===== src/hw/rtl/sdq_pkg.sv =====
// shared types and constants of the sorted double-ended queue
package sdq_pkg;

   localparam int SDQ_CAPACITY = 16;
   localparam int DATA_W       = 32;
   localparam int CMD_W        = 2;
   localparam int STATUS_W     = 2;

   localparam logic [CMD_W-1:0] CMD_INSERT  = 2'd0;
   localparam logic [CMD_W-1:0] CMD_POP_MIN = 2'd1;
   localparam logic [CMD_W-1:0] CMD_POP_MAX = 2'd2;

   localparam logic [STATUS_W-1:0] ST_OK    = 2'd0;
   localparam logic [STATUS_W-1:0] ST_EMPTY = 2'd1;
   localparam logic [STATUS_W-1:0] ST_FULL  = 2'd2;
   localparam logic [STATUS_W-1:0] ST_BAD   = 2'd3;

   localparam logic signed [DATA_W-1:0] INT_MIN = {1'b1, {(DATA_W-1){1'b0}}};

   localparam logic [1:0] CELL_HOLD   = 2'd0;
   localparam logic [1:0] CELL_INSERT = 2'd1;
   localparam logic [1:0] CELL_SHIFT  = 2'd2;
   localparam logic [1:0] CELL_ROTATE = 2'd3;

   typedef struct packed {
      logic [1:0] op;
      logic       occupied;
      logic       at_count;
      logic       at_last;
   } cell_ctl_type;

   typedef struct packed {
      logic signed [DATA_W-1:0] value;
      logic [STATUS_W-1:0]      status;
   } result_type;

endpackage


===== src/hw/rtl/sdq_cell.sv =====
// one storage cell of the sorted chain: compare, insert, shift and rotate
module sdq_cell
   import sdq_pkg::*;
(
   input  logic                     clock,
   input  cell_ctl_type             ctl,
   input  logic signed [DATA_W-1:0] in_val,
   input  logic signed [DATA_W-1:0] left_val,
   input  logic                     left_take,
   input  logic signed [DATA_W-1:0] right_val,
   input  logic signed [DATA_W-1:0] head_val,
   output logic signed [DATA_W-1:0] val,
   output logic                     take
);

   logic signed [DATA_W-1:0] val_ff;
   logic signed [DATA_W-1:0] val_in;

   // every occupied cell at or above the new value, and the free slot at the end
   assign take = ctl.at_count || (ctl.occupied && (val_ff >= in_val));
   assign val  = val_ff;

   always_comb begin
      case (ctl.op)
         CELL_INSERT: val_in = left_take ? left_val : (take ? in_val : val_ff);
         CELL_SHIFT:  val_in = right_val;
         CELL_ROTATE: val_in = ctl.at_last ? head_val : right_val;
         default:     val_in = val_ff;
      endcase
   end

   always_ff @(posedge clock) begin
      val_ff <= val_in;
   end

endmodule


===== src/hw/rtl/sorted_double_ended_queue.sv =====
// Sorted double-ended queue: holds up to CAPACITY signed 32-bit values in ascending order in a
// chain of cells, cell 0 holding the smallest. Insert (command 0) and remove-smallest
// (command 1) need no extra state: every cell compares against the new value at once and the
// chain opens a gap or closes up in a single shift. Remove-largest (command 2) goes through
// a rotate state, in which the chain rotates its occupied cells one place per cycle until
// the largest entry reaches cell 0 and the original order is back. Removes from an empty
// store and commands 3 answer straight from the idle state. Results pass through a two-word
// output queue, so up to two results may wait for the consumer; the block takes no commands
// while both wait or while it rotates. A remove from an empty store returns status 1, an
// insert into a full store returns status 2, both with the minimum integer as value.
module sorted_double_ended_queue
   import sdq_pkg::*;
#(
   parameter int CAPACITY = SDQ_CAPACITY
) (
   input  logic                       clock,
   input  logic                       reset,
   input  logic                       req_tvalid,
   output logic                       req_tready,
   input  logic signed [DATA_W-1:0]   req_tdata,   // value
   input  logic [CMD_W-1:0]           req_tuser,   // command
   output logic                       rsp_tvalid,
   input  logic                       rsp_tready,
   output logic signed [DATA_W-1:0]   rsp_tdata,   // result_value
   output logic [STATUS_W-1:0]        rsp_tuser    // status
);

   localparam int CNT_W = $clog2(CAPACITY + 1);
   localparam int IDX_W = $clog2(CAPACITY);
   localparam logic [1:0] FIFO_FULL = 2'd2;

   localparam logic S_IDLE   = 1'b0;
   localparam logic S_ROTATE = 1'b1;

   logic                     state_ff, state_in;
   logic [CNT_W-1:0]         count_ff, count_in;
   logic [IDX_W-1:0]         step_ff, step_in;
   logic [1:0]               fcnt_ff, fcnt_in;
   result_type               e0_ff, e0_in;
   result_type               e1_ff, e1_in;

   logic                     accept;
   logic                     pop;
   logic                     push;
   result_type               push_res;
   logic [1:0]               cell_op;
   logic                     rot_last;

   logic signed [DATA_W-1:0] cell_val  [CAPACITY];
   logic                     cell_take [CAPACITY];
   cell_ctl_type             cell_ctl  [CAPACITY];

   assign req_tready = (state_ff == S_IDLE) && (fcnt_ff != FIFO_FULL);
   assign accept     = req_tvalid && req_tready;
   assign rsp_tvalid = (fcnt_ff != 2'd0);
   assign pop        = rsp_tvalid && rsp_tready;
   assign rsp_tdata  = e0_ff.value;
   assign rsp_tuser  = e0_ff.status;
   assign rot_last   = ((CNT_W'(step_ff) + CNT_W'(1)) == count_ff);

   for (genvar i = 0; i < CAPACITY; i++) begin : g_cell
      logic signed [DATA_W-1:0] left_val;
      logic                     left_take;
      logic signed [DATA_W-1:0] right_val;

      if (i == 0) begin : g_first
         assign left_val  = cell_val[0];
         assign left_take = 1'b0;
      end else begin : g_mid
         assign left_val  = cell_val[i-1];
         assign left_take = cell_take[i-1];
      end

      if (i == CAPACITY - 1) begin : g_end
         assign right_val = cell_val[i];
      end else begin : g_inner
         assign right_val = cell_val[i+1];
      end

      assign cell_ctl[i] = '{op:       cell_op,
                             occupied: (count_ff > CNT_W'(i)),
                             at_count: (count_ff == CNT_W'(i)),
                             at_last:  (count_ff == CNT_W'(i + 1))};

      sdq_cell u_cell (
         .clock     (clock),
         .ctl       (cell_ctl[i]),
         .in_val    (req_tdata),
         .left_val  (left_val),
         .left_take (left_take),
         .right_val (right_val),
         .head_val  (cell_val[0]),
         .val       (cell_val[i]),
         .take      (cell_take[i])
      );
   end

   always_comb begin
      state_in = state_ff;
      count_in = count_ff;
      step_in  = step_ff;
      cell_op  = CELL_HOLD;
      push     = 1'b0;
      push_res = '{value: INT_MIN, status: ST_OK};
      case (state_ff)
         S_IDLE: begin
            if (accept) begin
               push = 1'b1;
               case (req_tuser)
                  CMD_INSERT: begin
                     if (count_ff == CNT_W'(CAPACITY)) begin
                        push_res.status = ST_FULL;
                     end else begin
                        cell_op        = CELL_INSERT;
                        count_in       = count_ff + CNT_W'(1);
                        push_res.value = req_tdata;
                     end
                  end
                  CMD_POP_MIN: begin
                     if (count_ff == CNT_W'(0)) begin
                        push_res.status = ST_EMPTY;
                     end else begin
                        cell_op        = CELL_SHIFT;
                        count_in       = count_ff - CNT_W'(1);
                        push_res.value = cell_val[0];
                     end
                  end
                  CMD_POP_MAX: begin
                     if (count_ff == CNT_W'(0)) begin
                        push_res.status = ST_EMPTY;
                     end else begin
                        push     = 1'b0;
                        state_in = S_ROTATE;
                        step_in  = '0;
                     end
                  end
                  default: begin
                     push_res.status = ST_OK;
                  end
               endcase
            end
         end
         S_ROTATE: begin
            cell_op = CELL_ROTATE;
            if (rot_last) begin
               push           = 1'b1;
               push_res.value = cell_val[0];
               count_in       = count_ff - CNT_W'(1);
               state_in       = S_IDLE;
               step_in        = '0;
            end else begin
               step_in = step_ff + IDX_W'(1);
            end
         end
         default: begin
            state_in = S_IDLE;
         end
      endcase
   end

   always_comb begin
      fcnt_in = fcnt_ff;
      e0_in   = e0_ff;
      e1_in   = e1_ff;
      case ({push, pop})
         2'b10: begin
            if (fcnt_ff == 2'd0) begin
               e0_in = push_res;
            end else begin
               e1_in = push_res;
            end
            fcnt_in = fcnt_ff + 2'd1;
         end
         2'b01: begin
            e0_in   = e1_ff;
            fcnt_in = fcnt_ff - 2'd1;
         end
         2'b11: begin
            if (fcnt_ff == 2'd1) begin
               e0_in = push_res;
            end else begin
               e0_in = e1_ff;
               e1_in = push_res;
            end
         end
         default: begin
            fcnt_in = fcnt_ff;
         end
      endcase
   end

   always_ff @(posedge clock) begin
      if (reset) begin
         state_ff <= S_IDLE;
         count_ff <= '0;
         step_ff  <= '0;
         fcnt_ff  <= '0;
      end else begin
         state_ff <= state_in;
         count_ff <= count_in;
         step_ff  <= step_in;
         fcnt_ff  <= fcnt_in;
      end
   end

   always_ff @(posedge clock) begin
      e0_ff <= e0_in;
      e1_ff <= e1_in;
   end

endmodule


===== config.mk =====
export PLATFORM = sky130hd
export DESIGN_NAME = sorted_double_ended_queue
export DESIGN_NICKNAME = d
export VERILOG_FILES = /design/src/hw/rtl/sdq_pkg.sv /design/src/hw/rtl/sdq_cell.sv /design/src/hw/rtl/sorted_double_ended_queue.sv
export SDC_FILE = /design/constraint.sdc
export NUM_CORES = 2
export LEC_CHECK = 0
export BUFFER_PORTS_ARGS = -buffer_cell sky130_fd_sc_hd__buf_2
export CELL_PAD_IN_SITES_DETAIL_PLACEMENT = 1
export CELL_PAD_IN_SITES_GLOBAL_PLACEMENT = 2
export CORE_MARGIN = 4
export CORE_UTILIZATION = 47
export CTS_CLUSTER_DIAMETER = 200
export DETAILED_ROUTE_END_ITERATION = 7
export PLACE_DENSITY_LB_ADDON = 0.1
export SLEW_MARGIN = 20
export SYNTH_ARGS = -nofsm -noshare
export SYNTH_HDL_FRONTEND = slang
export SYNTH_SLANG_ARGS = --single-unit

===== constraint.sdc =====
create_clock -name clock -period 14.8 [get_ports clock]
set_clock_uncertainty 0.1 [all_clocks]
set_input_delay 3.7 -clock clock [delete_from_list [all_inputs] [get_ports clock]]
set_output_delay 3.7 -clock clock [all_outputs]
set_load 0.03 [all_outputs]

## Word-level counts from Yosys, hierarchy flattened

Cells that the tools add are included.
Widths: inputs -> output; s select.

| word-level totals | value |
|---|---|
| register bits | 592 |
| word-level logic and storage cells | 289 |

| cells by class | value |
|---|---|
| add/subtract/negate cells | 6 |
| order comparisons | 32 |
| equality and inequality tests | 55 |
| mux-type cells | 106 |
| bitwise logic cells | 1 |
| reduce and logical (&&, ||, !) cells | 65 |

Operators by type and width:

| cell | number |
|---|---|
| $mux 32 | 50 |
| $pmux 32 s3 | 15 |
| $ge 32x32->1 | 16 |
| $pmux 32 s2 | 3 |
| $mux 34 | 5 |
| $pmux 34 s3 | 1 |
| $pmux 34 s2 | 1 |
| $ne 3x1->1 const B | 16 |
| $eq 5x4->1 const B | 8 |
| $gt 5x4->1 const B | 8 |
| $reduce_and 2->1 | 15 |
| $eq 5x3->1 const B | 4 |
| $gt 5x3->1 const B | 4 |
| $mux 5 | 4 |
| $pmux 5 s2 | 2 |
| $logic_and 1x1->1 | 19 |
| $logic_or 1x1->1 | 16 |
| $mux 4 | 4 |
| $pmux 2 s2 | 4 |
| $ne 2x2->1 const B | 7 |
| $reduce_and 3->1 | 4 |
| $eq 2x2->1 const B | 5 |
| $eq 5x2->1 const B | 2 |
| $gt 5x1->1 const B | 2 |
| 24 further kinds | 50 |

## Logic depth before layout (Yosys ltp)

| logic depth | value |
|---|---|
| depth after elaboration | 8 |
| depth in mapped cells | 16 |
| depth with buffers taken out | 12 |

## By module

Synthesis repeated with hierarchy kept, for this count alone.

| second synthesis, totals | value |
|---|---|
| cells, all modules | 5121 |
| area total of the unflattened synthesis | 48582.8 µm² |

Modules (own cells, without submodules):

| module | instances | cells each | area an instance (µm²) | sequential area each (µm²) |
|---|---|---|---|---|
| sdq_cell | 16 | 295 | 2745.1 | 960.9 |
| sorted_double_ended_queue | 1 | 401 | 4660.7 | 2282.2 |

## Worst setup path after synthesis

No wires, ideal clock.

| timing | value |
|---|---|
| path kind | input -> register |
| start | input req_tdata[31] |
| end | register g_cell[8].u_cell.val_ff[0] (enable) |
| library setup time | 466 ps |
| arrival | 7969 ps |
| slack | 6266 ps |
| stages on the path | 11 |
| cell sequence | inv_1 > ha_1 > nand3_1 > nor4_1 > and3_1 > o31ai_1 > and3_1 > a211oi_2 > buf_2 > nor3_1 > o21ai_0 |

| between the ends | value |
|---|---|
| word-level cells in the longest chain between the ends | 5 |
| elaborated cells on any way between the ends | 8 |
| those cells by class | order compare (2); eq/ne (1); reduce/logical (5) |

RTL lines:

| item | RTL line | RTL |
|---|---|---|
| start: declaration | sorted_double_ended_queue.sv:20 | `input logic signed [DATA_W-1:0] req_tdata,` |
| $ge 32x32->1 | sdq_cell.sv:20 | `assign take = ctl.at_count \|\| (ctl.occupied && (val_ff >= in_val));` |
| $logic_and 1x1->1 | sdq_cell.sv:20 |  |
| $logic_or 1x1->1 | sdq_cell.sv:20 |  |
| $ne 3x1->1 (no source line) (*) | - |  |
| $reduce_and 2->1 (no source line) (*) | - |  |
| end signal: assignment | sdq_cell.sv:33 | `val_ff <= val_in;` |
| end: declaration | sdq_cell.sv:16 | `logic signed [DATA_W-1:0] val_ff;` |

Mark *: on every way between the ends. The rest lies on a longest branch, timed or not.
A chain may end at the register's enable or synchronous reset.

## Worst setup path after layout

| timing | value |
|---|---|
| start | input req_tdata[25] |
| end | register g_cell[14].u_cell.val_ff[5] (enable) |

| between the ends | value |
|---|---|
| word-level cells in the longest chain between the ends | 5 |
| elaborated cells on any way between the ends | 8 |
| those cells by class | order compare (2); eq/ne (1); reduce/logical (5) |

RTL lines:

| item | RTL line |
|---|---|
| $ge 32x32->1 | sdq_cell.sv:20 |
| $logic_and 1x1->1 | sdq_cell.sv:20 |
| $logic_or 1x1->1 | sdq_cell.sv:20 |
| $ne 3x1->1 (no source line) (*) | - |
| $reduce_and 2->1 (no source line) (*) | - |
| end signal: assignment | sdq_cell.sv:33 |
| end: declaration | sdq_cell.sv:16 |

Marked as above.

==> metrics.md <==
| Metric | Value |
|---|---|
| Reg power frac | `38.4%` |
| Clock network fraction of total power | `between 20% and 30%` |
| Worst reg2reg path depth | `12` |
| Worst EP required | `15.01 ns` |
| Failing checks | `DRC` |
| FF+latch count, synth | `592` |
| FILL cells | `around 10k` |
| Storage element area | `approximately 18000 sq um` |
| Pleak | `16.79 nW` |
| CTS HTree Levels | `3` |
| Global-route wire length before repair | `approximately 270 mm` |
| Yosys warning count | `0` |
| Comb power frac | `between 30% and 40%` |
| Crit path kind | `in2reg` |
| VDD IR max | `98.65 uV` |
| Io pins | `74` |
| Vias per cell | `7.216` |
| Syn_nets | `4881` |
| Post-route ant nets | `0` |
| TritonCTS buffer count | `75` |
| Synthesized cell area | `44690 sq um` |
| Minimum clock period | `a little under 9 ns` |
| Sw Share | `37.04%` |
| Largest net degree at the start of global routing | `204` |
| Post-route cell area | `48340 sq um` |
| Resized cells post-CTS | `0` |
| DP HPWL | `130.2 mm` |
| Worst path depth | `11` |
| Vias in the first global route | `40.61k` |
| Final Util | `roughly 51%` |
| FMAX | `around 0.12 GHz` |
| CP max-delay cell | `nor4_1` |
| Hold_ws | `0.4214 ns` |
| CP endpoint kind | `flop` |
| Starting density of the core | `47.60%` |
| Die X | `~320 um` |
| Pre-Repair DR Iteration Count | `8` |
| IO Port Bufs | `73` |
| Final wirelength | `181.6 mm` |
| Hold WC Path Type | `reg2reg` |
| # hold bufs at CTS | `0` |
| Finish-stage setup viols | `0` |
| Netlist cell types | `95` |
| Die Height | `about 320 um` |
| Placed Cells incl. Taps | `5409` |
| Layout cell share with drive strength beyond 1 | `8.578%` |
| Worst-path clk slew | `~0.060 ns` |
| # nets final | `4800` |
| Slew HR | `between 10% and 20%` |
| Final period utilization | `58.46%` |
| CP Launch Type | `primary input` |
| Setup Fix Bufs, Post-CTS | `0` |
| Grt total ovfl | `0` |
| RSZ-0062 raised after global routing | `false` |
| Antenna violations before repair | `8` |
| Most used DFF post-synth | `edfxtp_1` |
| Internal | `4.073 mW` |
| Skew-Pair Late Insertion Delay | `0.66 ns` |
| Total track usage | `35.40%` |
| CTS Sinks | `592` |
| Crit path buffers/inverters | `3` |
| Max-slew violations | `0` |
| DIE AREA | `100100 sq um` |
| Status | `finished with violations` |
| Setup TNS | `0 ns` |
| P_sw | `2.397 mW` |
| Row count | `112` |
| Per-cell routed wire length | `32.73 um` |
| Hold Vio Cnt, Final | `0` |
| CTS root buf | `clkbuf_16` |
| Gpl congestion | `0.9247` |
| DRC | `5` |
| Crit path DAT | `8.86 ns` |
| Syn Area/Cell | `10.36 sq um` |
| WHS Path Cells | `2` |
| CTS tree | `built` |
| Core Footprint | `93890 sq um` |
| Post-synth ARST share | `0%` |
| Largest delay share family, worst path | `simple AND/OR/NAND/NOR gates` |
| Cells after synthesis | `4315` |
| Total placed instance area | `approximately 46000 sq um` |
| Area Growth Syn to Fin | `8.165%` |
| CTS max path bufs | `3` |
| Max Cap Viol | `0` |
| Number of synthesized flops with an enable pin | `580` |
| Slew @ Worst Pin | `1.217 ns` |
| Multi-input gate area | `25220 sq um` |
| Initial DRC count | `5242` |
| CP Cell Sequence | `buf_2 > inv_1 > ha_1 > nand4_1 > nor4_1 > o311ai_0 > nand4b_1 > and4_2 > nor3_1 > o21ai_4 > buf_4` |
| Max FO, Critical Path | `27` |
| Final non-filler cell total | `5550` |
| Register area share after synthesis | `39.51%` |
| Vias | `40.05k` |
| Pwr/cell area | `133.8 nW/um^2` |
| CP peak stage delay | `0.81 ns` |
## layer usage
| metal | up-vias | share of wire (%) | track usage (%) | wire length, um |
|---|---|---|---|---|
| li1 | 17320 | - | - | - |
| met4 | 6 | 4.5 | 14.20 | 8174 |
| met5 | - | 0.023 | 0 | 42 |
| met1 | 20220 | 42 | 48.39 | 76350 |
| met2 | 2076 | 46 | 56.78 | 82780 |
| met3 | 429 | 7.9 | 5.150 | 14280 |
## path summary, 6_finish.rpt
kind / from / endpoint / slack [ns]
max: req_tdata[25] / g_cell[14].u_cell.val[5] / 6.15
min: fcnt_ff[1] / fcnt_ff[1] / 0.42
max reg2reg: count_ff[1] / g_cell[2].u_cell.val[5] / 9.78
min reg2reg: fcnt_ff[1] / fcnt_ff[1] / 0.42
## through the flow
step | total power [mW] | setup slack (ns)
5_1_grt | 6.732 | 6.068
6_report | 6.469 | 6.147
3_3_place_gp | 4.491 | 5.708
3_5_place_dp | 4.555 | 5.675
2_1_floorplan | 3.870 | 6.266
4_1_cts | 6.426 | 6.356
## cells by family (layout without fill, tap and decap cells)
kind of cell    Yosys count  count (layout)  share of synthesized area, %
xor+xnor                  9               9                        0.1764
compound gates         1318            1318                         21.48
mux                     286             286                         6.437
buf+inv                 405             380                         4.690
fa+ha+maj               528             528                         14.78
simple gates           1177            1177                         12.92
other cells               0               6                             0
flops                   592             592                         39.51
## tightest hold or removal path, cell delays in order (launching register included)
cell,delay (ns)
dfxtp_1,0.31
inv_1,0.09
a211oi_1,0.07
## Yosys cell counts (20+ instances only)
cell      instances  share of area (%)
mux2i_1         284                6.4
o311ai_1         30               0.59
and2_1           39               0.55
o211ai_1        125                2.1
a222oi_1        128                2.9
o21ai_0         184                2.1
buf_2            80               0.90
nand3_1         299                3.3
nand2_1         500                4.2
a22oi_1          36               0.60
a21o_1           40               0.67
a21oi_1         252                2.8
nand4_1         114                1.6
clkbuf_1        166                1.4
ha_1            528                 15
edfxtp_1        580                 39
o21ai_1          90                1.0
nor2b_1          25               0.35
inv_1            77               0.65
a221o_1          69                1.5
buf_4            23               0.39
clkbuf_4         20               0.34
o221ai_1        221                4.3
nor2_1           69               0.58
a22o_1           40               0.78
nor3_1           27               0.30
## sequential cells by signal, indices dropped and copies added (netlist names)
register / flops
step_ff: 4
count_ff: 5
fcnt_ff: 2
g_cell.u_cell.val: 512
rsp_tuser: 2
state_ff: 1
rsp_tdata: 32
e1_ff: 34
## placed cells by master (no fill, tap or decap), drive strengths merged, types with 6 or more instances in the layout
cell type / n
o21a: 7
dfxtp: 12
and2: 39
clkbuf: 94
nor3: 31
a22oi: 36
a21boi: 9
a2111oi: 17
a21oi: 256
ha: 528
clkinv: 33
and4: 6
inv: 78
and3: 19
a211oi: 16
nand3: 300
edfxtp: 580
o21ai: 274
nand2: 501
o221ai: 221
a22o: 40
a21o: 40
a221o: 69
nor4: 22
or4: 11
mux2i: 285
a222oi: 128
diode: 6
nor2: 77
nor2b: 26
nand4: 116
o211ai: 126
o311ai: 33
buf: 170
a221oi: 9
## area by class of cell
| cell class | count | area share, % |
|---|---|---|
| antenna | 6 | 0.03106 |
| clock buffer | 94 | 4.338 |
| clock inverter | 39 | 0.6471 |
| inverter | 77 | 0.5979 |
| multi-input combinational | 3318 | 52.18 |
| sequential | 592 | 36.53 |
| tap | 1254 | 3.246 |
| timing repair buffer | 170 | 2.431 |
## power by group through the flow
stage / registers (mW) / clock network (mW) / logic (mW)
after detailed placement: 2.51 / 0 / 2.04
after global routing: 2.50 / 1.95 / 2.28
after CTS: 2.48 / 1.89 / 2.06
final: 2.48 / 1.87 / 2.11
after floorplan: 2.50 / 0 / 1.37
after global placement: 2.51 / 0 / 1.98
Note: power is estimated with default switching activity, not from simulation.
